==> src/sv/cdv_pkg.sv <==
// Shared types, constants and sequencer states for the central difference velocity block.
package cdv_pkg;

    localparam int DATA_WIDTH = 32;
    localparam int FRAC_BITS  = 16;
    localparam int MASS_WIDTH = 24;
    localparam int NUM_WIDTH  = DATA_WIDTH + FRAC_BITS;
    localparam int DIFF_WIDTH = DATA_WIDTH + 1;
    localparam int PROD_WIDTH = DATA_WIDTH + MASS_WIDTH + 1;
    localparam int STEP_WIDTH = $clog2(DATA_WIDTH);

    localparam logic [MASS_WIDTH-1:0] MASS_RESET = MASS_WIDTH'(9503);

    localparam logic signed [DATA_WIDTH-1:0] VEL_MAX = {1'b0, {(DATA_WIDTH-1){1'b1}}};
    localparam logic signed [DATA_WIDTH-1:0] VEL_MIN = {1'b1, {(DATA_WIDTH-1){1'b0}}};

    typedef struct packed {
        logic [DATA_WIDTH-1:0]        sample_time;
        logic signed [DATA_WIDTH-1:0] sample_position;
        logic                         last_sample;
    } sample_t;

    typedef struct packed {
        logic [DATA_WIDTH-1:0]        out_time;
        logic signed [DATA_WIDTH-1:0] out_position;
        logic signed [DATA_WIDTH-1:0] velocity;
        logic signed [DATA_WIDTH-1:0] momentum;
        logic                         zero_interval;
        logic                         last_result;
    } result_t;

    typedef struct packed {
        logic busy;
        logic overflow;
    } div_status_t;

    typedef enum logic [3:0] {
        ST_IDLE,
        ST_DIFF,
        ST_START,
        ST_DIV,
        ST_VEL,
        ST_MUL,
        ST_MOM,
        ST_EMIT_MID,
        ST_EMIT_LAST
    } seq_state_t;

endpackage

==> src/sv/cdv_divider.sv <==
// Iterative restoring divider giving one quotient bit per cycle, with an overflow flag.
module cdv_divider (
    input  logic                           clk,
    input  logic                           rst_n,
    input  logic                           start,
    input  logic [cdv_pkg::NUM_WIDTH-1:0]  numerator,
    input  logic [cdv_pkg::DATA_WIDTH-1:0] divisor,
    output cdv_pkg::div_status_t           status,
    output logic [cdv_pkg::DATA_WIDTH-1:0] quotient
);
    import cdv_pkg::*;

    logic                  busy_reg;
    logic [STEP_WIDTH-1:0] step_reg;
    logic                  overflow_reg;
    logic [DATA_WIDTH-1:0] rem_reg;
    logic [DATA_WIDTH-1:0] quo_reg;
    logic [DATA_WIDTH-1:0] den_reg;

    logic [DATA_WIDTH-1:0] num_high;
    logic                  start_overflow;
    logic [DATA_WIDTH:0]   shifted;
    logic [DATA_WIDTH:0]   trial;
    logic                  fits;
    logic [DATA_WIDTH-1:0] rem_next;

    assign num_high       = {{(DATA_WIDTH-FRAC_BITS){1'b0}},
                             numerator[NUM_WIDTH-1 -: FRAC_BITS]};
    assign start_overflow = (num_high >= divisor);
    assign shifted        = {rem_reg, quo_reg[DATA_WIDTH-1]};
    assign trial          = shifted - {1'b0, den_reg};
    assign fits           = (shifted >= {1'b0, den_reg});
    assign rem_next       = fits ? trial[DATA_WIDTH-1:0] : shifted[DATA_WIDTH-1:0];

    always_ff @(posedge clk or negedge rst_n)
    begin
        if (!rst_n)
        begin
            busy_reg <= 1'b0;
            step_reg <= '0;
        end
        else if (start)
        begin
            busy_reg <= 1'b1;
            step_reg <= STEP_WIDTH'(DATA_WIDTH - 1);
        end
        else if (busy_reg)
        begin
            step_reg <= step_reg - 1'b1;
            if (step_reg == '0)
            begin
                busy_reg <= 1'b0;
            end
        end
    end

    always_ff @(posedge clk)
    begin
        if (start)
        begin
            rem_reg      <= num_high;
            quo_reg      <= numerator[DATA_WIDTH-1:0];
            den_reg      <= divisor;
            overflow_reg <= start_overflow;
        end
        else if (busy_reg)
        begin
            rem_reg <= rem_next;
            quo_reg <= {quo_reg[DATA_WIDTH-2:0], fits};
        end
    end

    assign status.busy     = busy_reg;
    assign status.overflow = overflow_reg;
    assign quotient        = quo_reg;

endmodule

==> config.mk <==
export PLATFORM = sky130hd
export DESIGN_NAME = cdv_divider
export DESIGN_NICKNAME = d
export VERILOG_FILES = /design/src/sv/cdv_pkg.sv /design/src/sv/cdv_divider.sv
export SDC_FILE = /design/constraint.sdc
export NUM_CORES = 1
export LEC_CHECK = 0
export BUFFER_PORTS_ARGS = -buffer_cell sky130_fd_sc_hd__clkbuf_2
export CORE_ASPECT_RATIO = 0.75
export CORE_MARGIN = 2
export CORE_UTILIZATION = 55
export CTS_BUF_LIST = sky130_fd_sc_hd__clkbuf_8 sky130_fd_sc_hd__clkbuf_16
export DETAILED_ROUTE_END_ITERATION = 12
export GPL_TIMING_DRIVEN = 0
export MAX_ROUTING_LAYER = met4
export PLACE_DENSITY = 0.79
export SYNTH_ARGS = -nofsm -noshare
export SYNTH_HDL_FRONTEND = slang
export SYNTH_SLANG_ARGS = --single-unit
==> constraint.sdc <==
create_clock -name clk -period 3.33 [get_ports clk]
set_input_delay 0.1665 -clock clk [delete_from_list [all_inputs] [get_ports clk]]
set_output_delay 0.1665 -clock clk [all_outputs]
set_load 0.01 [all_outputs]
==> results.md, run 1 <==
* Vias per inst at slightly below 6
* CP Data Required Time at roughly 3.5 ns
* Worst-Margin Slew at between 1 and 1.5 ns
* I/O Buffers at 116
* CTS Sinks at 103
* Vias in the first global route at 5652
* Multi-input gate area at 3310 um2
* Post-CTS setup buffers at 0
* CP Max Fanout at 10
* Initial core utilization at 56.8%
* Combinational family with the most area after synthesis: compound AO/OA/AOI/OAI gates
* Power per cell area at just over 700 nW/um2
* Max-Slew Margin vs Limit at 29.5%
* First-pass GRT wire length at 28100 um
* Final HPWL DP at roughly 13000 um
* Synth Area in Simple Gates at 12.6%
* Initial antenna violation count at 0
* Register area at 2900 um2
* Clk_lat worst skew at 0.36 ns
* P&R area growth vs syn at 19.8%
* Clk buf depth at 2
* Final hold slack at between 0.005 and 0.006 ns
* DRC at 0
* Most frequent cells in the layout: clkbuf_2, edfxtp_1, inv_1
* Total Power at 0.00573 W
* Mapped Area at 6620 um2
* Total gr overflow at 0
* Ports at 117
* Worst reg2reg startpoint: den_reg[1]$_DFFE_PP_
* Synth area leaders: edfxtp_1, ha_1, mux2_2, dfxtp_1, inv_1
* Share of post-route cells with drive strength above 1 at a little over a quarter
* Die area at 12900 um2
* Library cells used by synthesis at 73
* CTS tree: yes
* # diodes at 0
* Yosys warns at 0
* Worst Setup EP: rem_reg[10]$_DFFE_PP_
* Wire per inst at 18.6 um
* Drt pass-1 iters at 5
* CP Capture Type: flip-flop
* Largest area contributor in the netlist: edfxtp_1
* Placed Area at approximately 7400 um2
* Vias at between 5000 and 6000
* Post-Synthesis Cells at roughly 620
* Reg2reg setup slack at 0.16 ns
* H-tree levels at 3
* Reg2reg end: rem_reg[10]$_DFFE_PP_
* Main synth FF type: edfxtp_1
* Synth Area in XOR/XNOR at ~3.8%
* RSZ-0062 raised after global routing: false
* Reg clk slew, reported paths at 0.08 ns
* CP startpoint: den_reg[1]$_DFFE_PP_
* Layout fillers at 922
* Max-slew violations at 0
* Final period util at between 90 and 100%
* Proportion of synthesized chip area in sequential cells at 43.9%
* Adder-Cell Fraction of Synth Area at 9.76%
* Average size of a mapped cell at 10.6 um2
* Die height at 99.0 um
* Fin util at approximately 68%
* Commonest non-fill, non-tap cell in the layout: clkbuf_2
* Worst Reg2Reg Path Length in Cells at 11
* # rows at 34
* FMAX at 315 MHz
* Post-synth top area share at ~37%
* Minimum clock period at 3.17 ns
* Die width at 131 um
* Share of flip-flops with an asynchronous set or reset at 5.83%
* Nets@finish at 904
* Post-synth EDFFs at 81
* Starting DRT DRC Count at 489
* Syn_nets at 756
* Core footprint at around 12000 um2
* Fin area at 7930 um2
* WS Path Type: flip-flop to flip-flop
* Post-synthesis mux area share at 7.28%
* Largest net degree at the start of global routing at 40
* Max rail drop VDD at approximately 0.33 mV
* Global Route Usage Sum at 28.9%
* Compound-Gate Fraction of Synth Area at 16.6%
* Critical path startpoint category: flip-flop
* Status: finished clean
* Arr. time, crit path at 3.33 ns
* Post-route ant nets at 0
* Max-Cap Viols at 0
* Number of buffers created by CTS at 9
* P_leak at 3.45 nW
* Hold WC Path Type: primary input to flip-flop
* Final WL at between 15000 and 20000 um
* Root Buffer Master: clkbuf_16
* Final Wtd Congestion at 0.960
* Clock Skews at 0.0126 ns
* Register bit count reported by yosys at approximately 100
* Final hold vios at 0
* Final setup viols at 0
## cell type report
cell class              instances  share of cell area (%)
multi-input cells             430                    41.7
well taps                     162                    2.56
plain buffers                  29                    2.29
inverters                      60                    2.84
clock buffers                   9                    2.84
repair buffers                137                    10.1
flip-flops and latches        103                    36.6
clock inverters                 7                    1.03
## how the worst min path moves through the flow
stage,endpoint,slack [ns],from,cells past startpoint
finish,den_reg[26]$_DFFE_PP_,0.005,divisor[26],1
detailed placement,step_reg[0]$_DFFE_PN0P_,-0.001,rst_n,1
CTS,den_reg[22]$_DFFE_PP_,0.00008,divisor[22],1
global placement,step_reg[2]$_DFFE_PN0P_,-0.006,rst_n,1
floorplan,busy_reg$_DFF_PN0_,-0.13,rst_n,0
global route,den_reg[20]$_DFFE_PP_,0.007,divisor[20],1
## synth_stat cells (3+ instances only)
cell type,instances
o21a_1,5
mux2_2,33
o311ai_1,10
dfxtp_1,16
buf_4,8
a21o_1,13
mux2i_1,11
and4_1,3
clkbuf_1,11
xor2_1,7
a21oi_1,33
o21ai_1,7
a211oi_1,7
o311ai_0,4
dfrtp_1,6
o21ai_0,19
a31o_2,3
a2111oi_0,4
nor2b_1,9
o31a_1,4
ha_1,50
inv_1,60
nand2b_1,13
edfxtp_1,81
a31oi_1,4
and3_1,3
nor2_1,17
o21bai_1,6
nor3_1,9
buf_2,7
nor4_1,6
nand3b_1,12
xnor2_1,22
o21ai_2,3
nand2_1,51
nand4_1,6
nand3_1,8
## per-layer routing
layer	vias to the layer above	wire length, um	track usage [%]
met1	2675	7610	38.0
met3	28	1210	5.37
met2	263	8390	46.4
li1	2607	-	-
met4	0	256	7.36
met5	-	0	-
## logic make-up (layout without fill, tap and decap cells)
logic type,Yosys count,in the layout
and+or+nand+nor,155,155
xor gates and xnor gates,29,29
AOI/OAI and AO/OA,151,151
DFF,103,103
adders and majority gates,51,51
buffers and inverters,89,242
muxes,44,44
## timing repair
item	in CTS	in global routing
endpoints found under the hold margin	24	1
hold buffers	19	1
resized for setup	0	1
setup endpoints to repair	0	1
## metrics by stage
stage                     setup TNS (ns)  setup slack, ns  cells
after floorplan                        0            0.659    622
after global routing                   0           0.0115    937
after global placement            -12.41           -0.261    900
after CTS                              0            0.201    936
final                                  0            0.157    937
after detailed placement               0            0.219    901
## worst max-delay path, stage by stage (launching register included)
cell,delay (ns)
edfxtp_1,0.44
inv_1,0.08
ha_1,0.23
nor2b_1,0.15
o31a_1,0.28
o31a_1,0.28
o21ai_2,0.31
o31ai_2,0.19
a21oi_4,0.39
buf_2,0.35
nand3b_1,0.13
o311ai_1,0.12
## report_power, final
group	leakage, nW	switching [W]	internal [W]
clock	0.150	0.000540	0.000537
combinational	2.27	0.00161	0.00119
sequential	1.02	0.000169	0.00168
(Power assumes the default switching activity.)
==> run 2, diff against run 1 <==
PLACE_DENSITY = 0.82   (was 0.79)
==> results.md, run 2 (synthesized netlist as in run 1, its figures left out) <==
* Total Power at 0.00583 W (+1.8%)
* Drt pass-1 iters at 6 (+1)
* Worst Reg2Reg Path Length in Cells at 12 (+1)
* Final hold vios at 0 (unchanged)
* Wire per inst at 18.4 um (-1.2%)
* Power per cell area at 731 nW/um2 (+1.1%)
* Status: finished clean
* P_leak at 3.46 nW (+0.50%)
* Number of buffers created by CTS at 9 (unchanged)
* Worst reg2reg startpoint: rem_reg[6]$_DFFE_PP_
* Final hold slack at 0.00123 ns (-0.00388 ns)
* Seq pwr share at 31.8% (-0.5 points)
* Final WL at 17300 um (-0.68%)
* Final setup viols at 0 (unchanged)
* Clock Skews at 0.0148 ns (+0.00220 ns)
* Fin util at 68.5% (+0.47 points)
* Max rail drop VDD at 0.371 mV (+13%)
* Clock power frac at 18.9% (about the same)
* Worst-Margin Slew at 1.08 ns (+0.0220 ns)
* CP startpoint: rem_reg[6]$_DFFE_PP_
* Post-route ant nets at 0 (unchanged)
* Fin area at 7980 um2 (+0.69%)
* Most frequent cells in the layout: clkbuf_2, edfxtp_1, inv_1
* Initial antenna violation count at 0 (unchanged)
* Max-Cap Viols at 0 (unchanged)
* Die area at 12900 um2 (unchanged)
* H-tree levels at 3 (unchanged)
* Final worst setup slack at 0.139 ns (-0.0184 ns)
* Max-slew violations at 0 (unchanged)
* Die height at 99.0 um (unchanged)
* Hold endpoint: den_reg[17]$_DFFE_PP_
* Vias at 5686 (+2.0%)
* CP Data Required Time at 3.42 ns (-0.07 ns)
* Pint at 0.00343 W (+0.71%)
* Hold depth at 1 (unchanged)
* I/O Buffers at 116 (unchanged)
* Final Wtd Congestion at 0.924 (-3.7%)
* WS Path Type: flip-flop to flip-flop
* Final HPWL DP at 12500 um (-1.9%)
* Minimum clock period at 3.19 ns (+0.0184 ns)
* Core footprint at 11700 um2 (unchanged)
* FMAX at 313 MHz (-0.58%)
* Final period util at 95.8% (+0.55 points)
* CTS tree: yes
* Ports at 117 (unchanged)
* Share of post-route cells with drive strength above 1 at 26.5% (+0.34 points)
* Clk buf depth at 2 (unchanged)
* Hold WC Path Type: primary input to flip-flop
* Vias per inst at 6.04 (+1.5%)
* First-pass GRT wire length at 27500 um (-2.0%)
* Arr. time, crit path at 3.28 ns (-0.05 ns)
* P&R area growth vs syn at 20.7%
* Global Route Usage Sum at 28.0% (-0.96 points)
* RSZ-0062 raised after global routing: false
* Initial core utilization at 56.8% (unchanged)
* Commonest non-fill, non-tap cell in the layout: clkbuf_2
* Clk_lat worst skew at 0.36 ns (about the same)
* Critical path startpoint category: flip-flop
* DRC at 0 (unchanged)
* Total gr overflow at 0 (unchanged)
* # rows at 34 (unchanged)
* Reg clk slew, reported paths at 0.09 ns (about the same)
* Nets@finish at 909 (+0.55%)
* Place WS at 0.192 ns (-0.0269 ns)
* Root Buffer Master: clkbuf_16
* Placed Area at 7420 um2 (unchanged)
* # diodes at 0 (unchanged)
* Reg2reg setup slack at 0.14 ns (-0.02 ns)
* NetSw at 0.00240 W (+3.4%)
* Max-Slew Margin vs Limit at 28.1% (-1.5 points)
* Comb power frac at 49.3% (+0.4 points)
* Starting DRT DRC Count at 434 (-11%)
* Die width at 131 um (unchanged)
* Hold path startpoint: divisor[17]
* Vias in the first global route at 5574 (-1.4%)
* Net Sw Frac at 41.1% (+0.63 points)
* CTS Sinks at 103 (unchanged)
* CP Max Fanout at 10 (unchanged)
* CP Capture Type: flip-flop
* Reg2reg end: rem_reg[13]$_DFFE_PP_
* Largest net degree at the start of global routing at 40 (unchanged)
-- run 2: layout make-up --
type | count | area (um2)
Clock buffer | 9 | 225
Fill cell | 898 | 3670
Sequential cell | 103 | 2900
Timing Repair Buffer | 141 | 836
Multi-Input combinational cell | 431 | 3330
Buffer | 29 | 179
Tap cell | 162 | 203
Inverter | 60 | 225
Clock inverter | 7 | 81.3
-- run 2: metal layers --
metal / wire, um / global-route usage [%]
met3: 1360 / 5.54
met1: 7620 / 38.3
met5: 0 / -
met2: 8140 / 43.2
met4: 222 / 6.46
-- run 2: worst max-delay path by stage --
stage	end	slack, ns	cells past startpoint
3_3_place_gp	quotient[13]$_DFFE_PP_	-0.12	4
2_1_floorplan	quotient[0]$_DFFE_PP_	0.66	11
6_report	rem_reg[13]$_DFFE_PP_	0.14	12
5_1_grt	rem_reg[13]$_DFFE_PP_	0.02	12
3_5_place_dp	rem_reg[0]$_DFFE_PP_	0.19	11
4_1_cts	rem_reg[2]$_DFFE_PP_	0.12	11
-- run 2: power groups by stage --
stage	combinational (W)	sequential [W]	clock [W]
after floorplan	0.00203	0.00185	0
after global placement	0.00261	0.00186	0
after detailed placement	0.00269	0.00187	0
after CTS	0.00274	0.00185	0.00110
after global routing	0.00311	0.00188	0.00114
final	0.00287	0.00186	0.00110
-- run 2: worst max-delay path, cell delays in order (launching register included) --
cell      delay (ns)
edfxtp_1        0.42
ha_1            0.30
buf_4           0.15
nand4_1         0.12
or4_1           0.60
nor4_2          0.19
a211oi_1        0.13
o21ai_2         0.19
a21o_1          0.16
buf_6           0.15
buf_12          0.15
mux2i_1         0.25
o21ai_1         0.09
-- run 2: through the flow --
step | instances | setup TNS (ns)
2_1_floorplan | 622 | 0
3_3_place_gp | 900 | -5.49
3_5_place_dp | 901 | 0
4_1_cts | 937 | 0
5_1_grt | 942 | 0
6_report | 942 | 0
-- run 2: timing repair --
action / 4_1_cts / 5_1_grt
endpoints found under the setup margin: 0 / 16
endpoints found under the hold margin: 25 / 2
setup buffers: 0 / 2
hold buffers: 20 / 2
resized for setup: 0 / 2
